**src/hdl/imr_pkg.sv**
```systemverilog
// Shared types and constants for the ICMP reply matcher.
package imr_pkg;

	localparam int WORD_BYTES     = 4;
	localparam int ICMP_HDR_BYTES = 8;
	localparam int SRC_FIRST_POS  = 12;
	localparam int SRC_LAST_POS   = 15;

	localparam logic [7:0] TYPE_ECHO_REPLY    = 8'd0;
	localparam logic [7:0] TYPE_TIME_EXCEEDED = 8'd11;

	// Configuration register indexes
	localparam int CFG_IDX_W = 1;
	localparam logic [CFG_IDX_W-1:0] CFG_EXPECTED_IDENT    = 1'b0;
	localparam logic [CFG_IDX_W-1:0] CFG_EXPECTED_SEQUENCE = 1'b1;

	// Decoupling queue between classifier and capture
	localparam int QUEUE_DEPTH = 4;
	localparam int QPTR_W      = 2;

	typedef struct packed {
		logic [7:0] pkt_byte;
		logic       pkt_last;
	} pkt_in_t;

	typedef struct packed {
		logic        accepted;
		logic [31:0] source_addr;
		logic        reply_kind;
	} match_out_t;

	// Which ident/sequence byte a packet byte carries
	typedef enum logic [2:0] {
		CAP_NONE,
		CAP_ID_HI,
		CAP_ID_LO,
		CAP_SQ_HI,
		CAP_SQ_LO
	} cap_sel_t;

	// Classified byte handed from front to back
	typedef struct packed {
		logic [7:0] pkt_byte;
		logic       last;
		logic       first;
		logic       src_en;
		logic [1:0] src_idx;
		cap_sel_t   cap;
		logic       len_ok;
		logic       kind_te;
	} q_entry_t;

endpackage

```
**src/hdl/imr_front.sv**
```systemverilog
// Byte classifier: tracks packet position and header fields, tags each byte.
module imr_front #(
	parameter int MAX_PACKET_BYTES = 1024
) (
	input  logic              clk,
	input  logic              arst_n,
	input  logic              in_valid,
	output logic              in_stall,
	input  imr_pkg::pkt_in_t  in_data,
	output logic              q_push,
	output imr_pkg::q_entry_t q_entry,
	input  logic              q_full
);

	localparam int PW = $clog2(MAX_PACKET_BYTES + 1);
	localparam int CW = PW + 2;

	logic [PW-1:0] pos_q;
	logic [5:0]    hlen_q;
	logic [5:0]    inner_q;
	logic [7:0]    type_q;

	logic          accept;
	logic          take;
	logic [CW-1:0] pos_w;
	logic [5:0]    nib_len;
	logic [5:0]    hlen_c;
	logic [5:0]    inner_c;
	logic [7:0]    type_c;
	logic          is_echo;
	logic          is_te;
	logic [CW-1:0] h_w;
	logic [CW-1:0] icmp_end;
	logic [CW-1:0] fld_base;
	logic [CW-1:0] fld_off;
	logic          fld_ok;
	logic [CW-1:0] size_w;
	logic          len_ok;

	assign in_stall = q_full;
	assign accept   = in_valid && !q_full;
	assign q_push   = accept;

	always_comb begin
		take    = pos_q < PW'(MAX_PACKET_BYTES);
		pos_w   = CW'(pos_q);
		nib_len = 6'(in_data.pkt_byte[3:0] * imr_pkg::WORD_BYTES);
		hlen_c  = (pos_q == '0) ? nib_len : hlen_q;
		h_w     = CW'(hlen_c);
		type_c  = (take && pos_w == h_w) ? in_data.pkt_byte : type_q;
		is_echo = type_c == imr_pkg::TYPE_ECHO_REPLY;
		is_te   = type_c == imr_pkg::TYPE_TIME_EXCEEDED;

		icmp_end = h_w + CW'(imr_pkg::ICMP_HDR_BYTES);
		inner_c  = (take && is_te && pos_w == icmp_end) ? nib_len : inner_q;

		// Ident/sequence sit at offsets 4..7 of the outer or quoted ICMP header
		fld_base = is_echo ? h_w : icmp_end + CW'(inner_q);
		fld_ok   = take && (is_echo || (is_te && pos_w > icmp_end));
		fld_off  = pos_w - fld_base;

		q_entry.cap = imr_pkg::CAP_NONE;
		if (fld_ok) begin
			case (fld_off)
				CW'(4):  q_entry.cap = imr_pkg::CAP_ID_HI;
				CW'(5):  q_entry.cap = imr_pkg::CAP_ID_LO;
				CW'(6):  q_entry.cap = imr_pkg::CAP_SQ_HI;
				CW'(7):  q_entry.cap = imr_pkg::CAP_SQ_LO;
				default: q_entry.cap = imr_pkg::CAP_NONE;
			endcase
		end

		q_entry.pkt_byte = in_data.pkt_byte;
		q_entry.last     = in_data.pkt_last;
		q_entry.first    = pos_q == '0;
		q_entry.src_en   = take && pos_w >= CW'(imr_pkg::SRC_FIRST_POS)
			&& pos_w <= CW'(imr_pkg::SRC_LAST_POS);
		q_entry.src_idx  = pos_q[1:0];

		// Length check at end of packet, on bytes actually taken
		size_w = take ? pos_w + 1'b1 : pos_w;
		len_ok = 1'b0;
		if (size_w > h_w) begin
			if (is_echo)
				len_ok = size_w >= icmp_end;
			else if (is_te)
				len_ok = (size_w > icmp_end) && (size_w >= icmp_end + CW'(inner_c)
					+ CW'(imr_pkg::ICMP_HDR_BYTES));
		end
		q_entry.len_ok  = len_ok;
		q_entry.kind_te = is_te;
	end

	always_ff @(posedge clk or negedge arst_n) begin
		if (!arst_n) begin
			pos_q   <= '0;
			hlen_q  <= '0;
			inner_q <= '0;
			type_q  <= '0;
		end else if (accept) begin
			hlen_q  <= hlen_c;
			inner_q <= inner_c;
			type_q  <= type_c;
			if (in_data.pkt_last)
				pos_q <= '0;
			else if (take)
				pos_q <= pos_q + 1'b1;
		end
	end

	a_pos_bound: assert property (@(posedge clk) disable iff (!arst_n)
		pos_q <= PW'(MAX_PACKET_BYTES))
		else $error("packet position beyond limit");

	a_pos_restart: assert property (@(posedge clk) disable iff (!arst_n)
		(accept && in_data.pkt_last) |=> pos_q == '0)
		else $error("position not restarted after last byte");

endmodule

```
**src/hdl/imr_queue.sv**
```systemverilog
// Short FIFO of classified bytes between classifier and capture stage.
module imr_queue (
	input  logic              clk,
	input  logic              arst_n,
	input  logic              push,
	input  imr_pkg::q_entry_t wr_entry,
	output logic              full,
	input  logic              pop,
	output imr_pkg::q_entry_t rd_entry,
	output logic              empty
);

	imr_pkg::q_entry_t mem_q [imr_pkg::QUEUE_DEPTH];

	logic [imr_pkg::QPTR_W-1:0] wr_ptr_q;
	logic [imr_pkg::QPTR_W-1:0] rd_ptr_q;
	logic [imr_pkg::QPTR_W:0]   count_q;

	assign full     = count_q == (imr_pkg::QPTR_W+1)'(imr_pkg::QUEUE_DEPTH);
	assign empty    = count_q == '0;
	assign rd_entry = mem_q[rd_ptr_q];

	always_ff @(posedge clk) begin
		if (push)
			mem_q[wr_ptr_q] <= wr_entry;
	end

	always_ff @(posedge clk or negedge arst_n) begin
		if (!arst_n) begin
			wr_ptr_q <= '0;
			rd_ptr_q <= '0;
			count_q  <= '0;
		end else begin
			if (push)
				wr_ptr_q <= wr_ptr_q + 1'b1;
			if (pop)
				rd_ptr_q <= rd_ptr_q + 1'b1;
			if (push && !pop)
				count_q <= count_q + 1'b1;
			else if (pop && !push)
				count_q <= count_q - 1'b1;
		end
	end

	a_no_overflow: assert property (@(posedge clk) disable iff (!arst_n)
		push |-> !full)
		else $error("push into full queue");

	a_no_underflow: assert property (@(posedge clk) disable iff (!arst_n)
		pop |-> !empty)
		else $error("pop from empty queue");

endmodule

```
**src/hdl/imr_back.sv**
```systemverilog
// Capture stage: collects source, ident and sequence, builds the verdict.
module imr_back (
	input  logic                          clk,
	input  logic                          arst_n,
	input  logic                          cfg_we,
	input  logic [imr_pkg::CFG_IDX_W-1:0] cfg_index,
	input  logic [15:0]                   cfg_data,
	input  imr_pkg::q_entry_t             q_entry,
	input  logic                          q_empty,
	output logic                          q_pop,
	output logic                          out_valid,
	input  logic                          out_stall,
	output imr_pkg::match_out_t           out_data
);

	logic [15:0] exp_id_q;
	logic [15:0] exp_sq_q;
	logic [31:0] src_q;
	logic [15:0] id_q;
	logic [15:0] sq_q;
	logic        out_valid_q;
	imr_pkg::match_out_t out_q;

	logic [31:0] src_n;
	logic [15:0] id_n;
	logic [15:0] sq_n;
	logic        ok;

	assign q_pop     = !q_empty && (!out_valid_q || !out_stall);
	assign out_valid = out_valid_q;
	assign out_data  = out_q;

	always_comb begin
		src_n = q_entry.first ? '0 : src_q;
		id_n  = q_entry.first ? '0 : id_q;
		sq_n  = q_entry.first ? '0 : sq_q;
		if (q_entry.src_en) begin
			case (q_entry.src_idx)
				2'd0:    src_n[31:24] = q_entry.pkt_byte;
				2'd1:    src_n[23:16] = q_entry.pkt_byte;
				2'd2:    src_n[15:8]  = q_entry.pkt_byte;
				default: src_n[7:0]   = q_entry.pkt_byte;
			endcase
		end
		case (q_entry.cap)
			imr_pkg::CAP_ID_HI: id_n[15:8] = q_entry.pkt_byte;
			imr_pkg::CAP_ID_LO: id_n[7:0]  = q_entry.pkt_byte;
			imr_pkg::CAP_SQ_HI: sq_n[15:8] = q_entry.pkt_byte;
			imr_pkg::CAP_SQ_LO: sq_n[7:0]  = q_entry.pkt_byte;
			default: ;
		endcase
		ok = q_entry.len_ok && id_n == exp_id_q && sq_n == exp_sq_q;
	end

	always_ff @(posedge clk or negedge arst_n) begin
		if (!arst_n) begin
			exp_id_q <= '0;
			exp_sq_q <= '0;
		end else if (cfg_we) begin
			case (cfg_index)
				imr_pkg::CFG_EXPECTED_IDENT:    exp_id_q <= cfg_data;
				imr_pkg::CFG_EXPECTED_SEQUENCE: exp_sq_q <= cfg_data;
				default: ;
			endcase
		end
	end

	always_ff @(posedge clk) begin
		if (q_pop) begin
			src_q <= src_n;
			id_q  <= id_n;
			sq_q  <= sq_n;
			if (q_entry.last) begin
				out_q.accepted    <= ok;
				out_q.source_addr <= src_n;
				out_q.reply_kind  <= ok && q_entry.kind_te;
			end
		end
	end

	always_ff @(posedge clk or negedge arst_n) begin
		if (!arst_n)
			out_valid_q <= 1'b0;
		else if (q_pop && q_entry.last)
			out_valid_q <= 1'b1;
		else if (!out_stall)
			out_valid_q <= 1'b0;
	end

	a_kind_needs_accept: assert property (@(posedge clk) disable iff (!arst_n)
		(out_valid_q && out_q.reply_kind) |-> out_q.accepted)
		else $error("reply kind set on rejected packet");

	a_no_overwrite: assert property (@(posedge clk) disable iff (!arst_n)
		q_pop |-> !(out_valid_q && out_stall))
		else $error("pop while result held");

endmodule

```
**src/hdl/icmp_reply_matcher.sv**
```systemverilog
// Top level of the ICMP echo reply / time exceeded matcher.
//
// Input channel (in_valid/in_stall/in_data): one byte of a received IPv4
// packet per transaction, starting at the IP header, pkt_last on the final
// byte. Output channel (out_valid/out_stall/out_data): one transaction per
// packet with accepted, source_addr and reply_kind.
// Config port: cfg_we writes cfg_data into the register named by cfg_index
// (expected identifier, expected sequence); write only while idle.
// Throughput: one byte per cycle sustained while out_stall stays low. The
// front classifier tags each byte by position combinationally as it is
// written; the back stage captures fields and forms the verdict. A 4-entry
// FIFO separates them. The last byte is written into the FIFO, then popped
// into the result register, which raises out_valid.
// Stall: a held result keeps the back stage waiting; bytes keep entering
// until the 4-entry FIFO is full, then in_stall rises.
// Reset (arst_n low): packet position, header state, FIFO and output valid
// clear; expected identifier and sequence return to zero.
module icmp_reply_matcher #(
	parameter int MAX_PACKET_BYTES = 1024
) (
	input  logic                          clk,
	input  logic                          arst_n,
	input  logic                          in_valid,
	output logic                          in_stall,
	input  imr_pkg::pkt_in_t              in_data,
	output logic                          out_valid,
	input  logic                          out_stall,
	output imr_pkg::match_out_t           out_data,
	input  logic                          cfg_we,
	input  logic [imr_pkg::CFG_IDX_W-1:0] cfg_index,
	input  logic [15:0]                   cfg_data
);

	// Classified-byte transactions between front and back
	logic              q_push;
	logic              q_full;
	logic              q_pop;
	logic              q_empty;
	imr_pkg::q_entry_t q_wr_entry;
	imr_pkg::q_entry_t q_rd_entry;

	// Front: position tracking, header length/type decode, byte tagging
	imr_front #(
		.MAX_PACKET_BYTES(MAX_PACKET_BYTES)
	) u_front (
		.clk      (clk),
		.arst_n   (arst_n),
		.in_valid (in_valid),
		.in_stall (in_stall),
		.in_data  (in_data),
		.q_push   (q_push),
		.q_entry  (q_wr_entry),
		.q_full   (q_full)
	);

	// Decoupling FIFO
	imr_queue u_queue (
		.clk      (clk),
		.arst_n   (arst_n),
		.push     (q_push),
		.wr_entry (q_wr_entry),
		.full     (q_full),
		.pop      (q_pop),
		.rd_entry (q_rd_entry),
		.empty    (q_empty)
	);

	// Back: field capture, compare against expected values, result register
	imr_back u_back (
		.clk       (clk),
		.arst_n    (arst_n),
		.cfg_we    (cfg_we),
		.cfg_index (cfg_index),
		.cfg_data  (cfg_data),
		.q_entry   (q_rd_entry),
		.q_empty   (q_empty),
		.q_pop     (q_pop),
		.out_valid (out_valid),
		.out_stall (out_stall),
		.out_data  (out_data)
	);

endmodule
```
**config.mk**
```make
export PLATFORM = sky130hd
export DESIGN_NAME = icmp_reply_matcher
export DESIGN_NICKNAME = d
export VERILOG_FILES = /design/src/hdl/imr_pkg.sv /design/src/hdl/imr_front.sv /design/src/hdl/imr_queue.sv /design/src/hdl/imr_back.sv /design/src/hdl/icmp_reply_matcher.sv
export SDC_FILE = /design/constraint.sdc
export NUM_CORES = 1
export LEC_CHECK = 0
export ABC_AREA = 1
export BUFFER_PORTS_ARGS = -buffer_cell sky130_fd_sc_hd__buf_2
export CAP_MARGIN = 25
export CORE_ASPECT_RATIO = 0.8
export CORE_UTILIZATION = 50
export DETAILED_ROUTE_END_ITERATION = 16
export PLACE_DENSITY = 0.71
export SYNTH_ARGS = -nofsm -noshare
export SYNTH_HDL_FRONTEND = slang
export SYNTH_HIERARCHICAL = 1
export SYNTH_SLANG_ARGS = --single-unit
```
**constraint.sdc**
```tcl
create_clock -name clk -period 16.3 [get_ports clk]
set_input_delay 3.26 -clock clk [delete_from_list [all_inputs] [get_ports clk]]
set_output_delay 3.26 -clock clk [all_outputs]
set_load 0.01 [all_outputs]
```
==> After elaboration in Yosys (flattened, before gate mapping) <==
Memory sizes are Yosys's and may differ from the RTL's.
Index checks and enable logic that the tools add are counted.
{ "classes": {"add_sub_neg": 11, "n_lt_le_gt_ge": 8, "eq_ne": 17, "n_mux": 30, "n_bitwise": 1, "n_reduce_logical": 35} }
{ "op_table": {"columns": ["operator", "count"], "rows": [
  ["$mux W8", 9],
  ["$mux W32", 2],
  ["$eq A13 B3 Y1 const B", 4],
  ["$eq A16 B16 Y1", 2],
  ["$mux W16", 2],
  ["$add A13 B6 Y13", 2],
  ["$ge A13 B13 Y1", 2],
  ["$mux W13", 2],
  ["$mux W11", 2],
  ["$logic_and A1 B1 Y1", 16],
  ["$add A13 B4 Y13 const B", 1],
  ["$eq A11 B13 Y1", 1],
  ["$gt A11 B13 Y1", 1],
  ["$gt A13 B13 Y1", 1],
  ["$gt A13 B6 Y1", 1],
  ["$sub A11 B13 Y13", 1],
  ["$add A11 B1 Y12 const B", 1],
  ["$mux W6", 2],
  ["$pmux W3 S4", 1],
  ["$add A11 B1 Y11 const B", 1],
  ["$eq A11 B6 Y1", 1],
  ["$ge A11 B4 Y1 const B", 1],
  ["$le A11 B4 Y1 const B", 1],
  ["$logic_not A11 Y1", 1],
  ["23 further kinds", 44]
]} }
{ "totals": {"register_bits": 169, "ram_bits": 72, "input_bits": 31, "out_inout_bits": 36, "word_cells": 119, "n_memories": 1} }
{ "memory_table": {"columns": ["name", "words", "width", "read_ports", "rd_clocked_by_memory_dff", "write_ports", "line_no", "rtl"], "rows": [
  ["u_queue.mem_q", 4, 18, 1, 0, 1, "imr_queue.sv:13", "imr_pkg::q_entry_t mem_q [imr_pkg::QUEUE_DEPTH];"]
]} }

==> Logic depth before layout (Yosys ltp) <==
{ "depth": {"word_depth": 16, "ltp_mapped": 42, "mapped_depth_nobuf": 40} }

==> Cells and area by module <==
Netlist, hierarchy kept.
{ "modules_own_cells": {"columns": ["module", "instances", "cells_per_inst", "area_per_inst_um2", "seq_area_each_um2"], "rows": [
  ["imr_back", 1, 653, 6203.4, 3768.6],
  ["imr_front", 1, 544, 3928.8, 775.7],
  ["imr_queue", 1, 257, 3632.2, 2337.2]
]} }

==> Worst setup path before layout <==
OpenSTA, ideal clock, no wires.
{ "synth_path": {"kind": "input to register", "startpoint": "in in_data[2] (netlist name)", "endpoint": "mem u_queue/mem_q[0][1] (netlist name), data pin", "setup_time_ns": 0.254, "t_arrival_ns": 7.535, "t_required_ns": 16.046, "path_slack_ns": 8.511, "stages": 34, "n_path_buf": 2, "path_cell_list": "inv_1 > a21oi_1 > ha_1 > or2_2 > nor2_2 > nand3_2 > nor2_8 > nand2_1 > nand2_2 > nand2_2 > nor2_8 > nand3_4 > buf_6 > nand2_2 > o21ai_2 > ha_1 > inv_1 > ha_1 > a21oi_1 > and2_1 > inv_1 > a21oi_1 > o21ai_0 > xnor2_1 > ha_1 > nand2_1 > nor2_1 > nor2_1 > nand3_1 > nand2_1 > nand2_1 > nand2_1 > a21oi_2 > buf_4"} }
{ "synth_between": {"elab_chain_cells": 15, "elab_cells_between_ends": 21, "classes_between": "add/sub (3); order compare (4); eq/ne (3); mux (6); reduce/logical (5)"} }
{ "synth_lines": {"columns": ["item", "line_no", "rtl"], "rows": [
  ["start, declared", "icmp_reply_matcher.sv:25", "input imr_pkg::pkt_in_t in_data,"],
  ["$mux W6 *", "imr_front.sv:48", "hlen_c = (pos_q == '0) ? nib_len : hlen_q;"],
  ["net u_front.hlen_c[3]", "imr_front.sv:27", "logic [5:0] hlen_c;"],
  ["branches (longest 13 deep; another with $add A13 B6 Y13)", null, null],
  ["$mux W1 *", "imr_front.sv:83", "if (size_w > h_w) begin"],
  ["net u_front.len_ok", "imr_front.sv:38", "logic len_ok;"],
  ["end, declared", "imr_queue.sv:13", null]
]} }
Mark *: on every way through the listed nets, which the timed path passes.

==> run summary <==
final wirelength: 30.43 mm
drt wl/cell: 16.25 um
initial DRC count: 952
post-route insts no fill: 1873
first-pass GRT wire length: 49.13 mm
Num CTS Buffers: 25
DP Worst Slack: 7.698 ns
vias in the first global route: 9026
Layout Skew: 0.01032 ns
CTS max path bufs: 3
pwr dens: 218.7 nW/um^2
Die Y: 150.4 um
Final min period: 8.151 ns
Final ANT Viol Nets: 0
dominant cells by area after synthesis: edfxtp_1 (37%), dfrtp_1 (13%), nand2_1 (9.7%), ha_1 (5.5%), inv_1 (5.3%)
Seq pwr share: 32.3%
Comb pwr share: 50.8%
Pint: 1.804 mW
largest net degree at the start of global routing: 72
total track usage: 22.10%
Max-slew headroom: 33.92%
final hold vios: 0
worst slew pin tran: 0.9889 ns
Clk pin slew, worst setup/hold paths: 0.06 ns
Async S/R FF share, synth: 29.46%
setup_tns: 0 ns
GPL Wtd Cong: 0.8922
core area: 26660 sq um
clk sink count: 241
RSZ-0062 raised after global routing: no
Sw Pwr: 1.470 mW
vias: 9959
Design Area, Final: 14970 sq um
clock power share: 17.0%
Hold WC Path Type: register to register
Skew-Pair Late Insertion Delay: 0.52 ns
Post-Syn Area: 13760 sq um
syn avg cell area: 9.467 sq um
fin crit share: 50.00%
Pleak: 7.018 nW
dpl cell area: 14110 sq um
Critical Path AT: 8.51 ns
critical path class: primary input to register
Post-CTS Setup Inserts: 0
max-cap check violation count: 0
fill count: 2360
post-synthesis sequential area ratio: 50.00%
initial antenna violation count: 0
status: complete, no violations
fraction of power spent switching nets: 44.89%
grt ovf: 0
#FFs+latches synth: 241
Ant. Diodes: 0
post_cts resized: 0
cts hold-fix bufs: 0
highest achievable clock rate: 122.7 MHz
final slew viol count: 0
H-tree levels: 1
starting density of the core: 51.63%
post-synth cell types: 51
post-layout net count: 1593
crit-path max cell delay: 0.52 ns
Crit path required time: 16.66 ns
Synth area leader: edfxtp_1
Primary FF master, synth: edfxtp_1
I/O Buffers: 66
via/cell ratio: 5.317
Synth top area share: 37.09%
Worst path slowest cell: a21oi_1
worst vdd ir: 0.1507 mV
num rows: 53
syn_nets: 1550
final hold slack: 0.4764 ns
root buf cell: clkbuf_16
die extent in x: 187.5 um
area grow syn2layout: 8.790%
drt drc: 0
share of layout cells above drive strength 1: 17.61%
CP Capture Type: register
drt pass-1 iters: 5
CP Launch Type: primary input
Ys Warns: 6
Boundary Pins: 67
Die ar.: 28200 sq um
multi-input logic area: 5619 sq um
Worst path most repeated cell: nand2_1
Reg area: 6885 sq um
CTS tree: yes
placed insts: 1825
worst-path maximum fanout: 11
Final WS setup: 8.149 ns
Mapped Cells: 1454
Final setup viols: 0
EDFF count, synth: 170
DP Wirelength: 21.67 mm
cell usage in the layout, fill, tap and decap left out, types with 14 or more instances in the layout:
| cell | count |
|---|---|
| edfxtp_1 | 170 |
| inv_1 | 193 |
| dfrtp_1 | 70 |
| xor2_1 | 14 |
| o211ai_2 | 33 |
| clkbuf_16 | 25 |
| nand2_2 | 50 |
| o21ai_0 | 99 |
| a21oi_1 | 28 |
| nand2_1 | 354 |
| nand3_1 | 119 |
| buf_2 | 65 |
| ha_1 | 61 |
| nor2_1 | 61 |
synthesized netlist by cell type (7+ instances only):
cell	number
buf_4	16
xnor2_1	12
nand3_2	12
inv_1	193
o22ai_1	9
nand2_4	8
o21ai_0	99
dfrtp_1	71
o211ai_2	33
nor3_1	7
edfxtp_1	170
nor2_1	62
nand2_1	354
ha_1	61
nand4_1	9
o21ai_2	9
buf_6	14
nand3b_1	12
xor2_1	14
a21oi_1	28
nand2_2	50
clkbuf_1	12
nor2_4	7
nand3_1	119
worst paths after layout:
| path | startpoint | endpoint | slack [ns] | cells past startpoint |
|---|---|---|---|---|
| setup reg to reg | u_front/pos_q[0] | u_queue/mem_q[2][1] | 9.75 | 38 |
| hold / removal | u_front/hlen_q[1] | u_front/hlen_q[1] | 0.48 | 2 |
| setup / recovery | in_data[2] | u_queue/mem_q[2][1] | 8.15 | 33 |
| max in group asynchronous | arst_n | u_front/inner_q[4] | 13.10 | 2 |
| min in group asynchronous | arst_n | u_back/out_valid | 2.61 | 1 |
| hold reg to reg | u_front/hlen_q[1] | u_front/hlen_q[1] | 0.48 | 2 |
cell type report:
type | count | area share [%]
clock inverter | 14 | 0.8857
sequential | 241 | 45.98
clock buffer | 32 | 4.487
tap | 357 | 2.983
timing repair buffer | 75 | 2.941
multi-input combinational | 952 | 37.52
inverter | 202 | 5.197
cell families (layout without fill, tap and decap cells):
kind of cell | count (synthesis) | count (layout) | share of synthesized area, %
AO/OA/AOI/OAI | 199 | 199 | 9.672
XOR/XNOR | 27 | 27 | 1.773
flip-flops | 241 | 241 | 50.00
buffers and inverters | 261 | 323 | 9.272
adder cells (fa/ha/maj) | 65 | 65 | 6.127
AND/OR/NAND/NOR | 661 | 661 | 23.16
per-layer routing:
layer	track usage, %	vias up	share of wire, %
met4	4.431	0	1.5
li1	-	4910	-
met2	31.97	364	41
met1	34.67	4648	50
met5	0	-	0
met3	3.590	37	8.3
registers in the layout, summed over array words and instances (netlist names):
register          cells
u_back/exp_id_q      16
u_back/exp_sq_q      16
u_back/id_q          16
u_back/out_data      34
u_back/out_valid      1
u_back/sq_q          16
u_back/src_q         32
u_front/hlen_q        6
u_front/inner_q       6
u_front/pos_q        11
u_front/type_q        8
u_queue/count_q       3
u_queue/mem_q        72
u_queue/rd_ptr_q      2
u_queue/wr_ptr_q      2
power by group through the flow:
stage	clock [mW]	combinational (mW)	sequential [mW]
final	0.556	1.66	1.06
after global routing	0.589	1.87	1.08
after CTS	0.567	1.65	1.06
after detailed placement	0	1.64	1.07
after global placement	0	1.60	1.06
after floorplan	0	1.29	1.07
through the flow:
stage	power, mW	utilization, %
floorplan	2.363	-
global placement	2.655	52.92
detailed placement	2.705	52.95
CTS	3.270	55.97
global route	3.533	56.17
finish	3.274	56.17
worst max-delay path: cells and delay by family:
family                   cells  cell delay (ns)
adder cells (fa/ha/maj)      4             1.26
XOR/XNOR                     1             0.14
buffers and inverters        5             0.49
AND/OR/NAND/NOR             16             2.11
AO/OA/AOI/OAI                7             1.23
(Power assumes the default switching activity.)
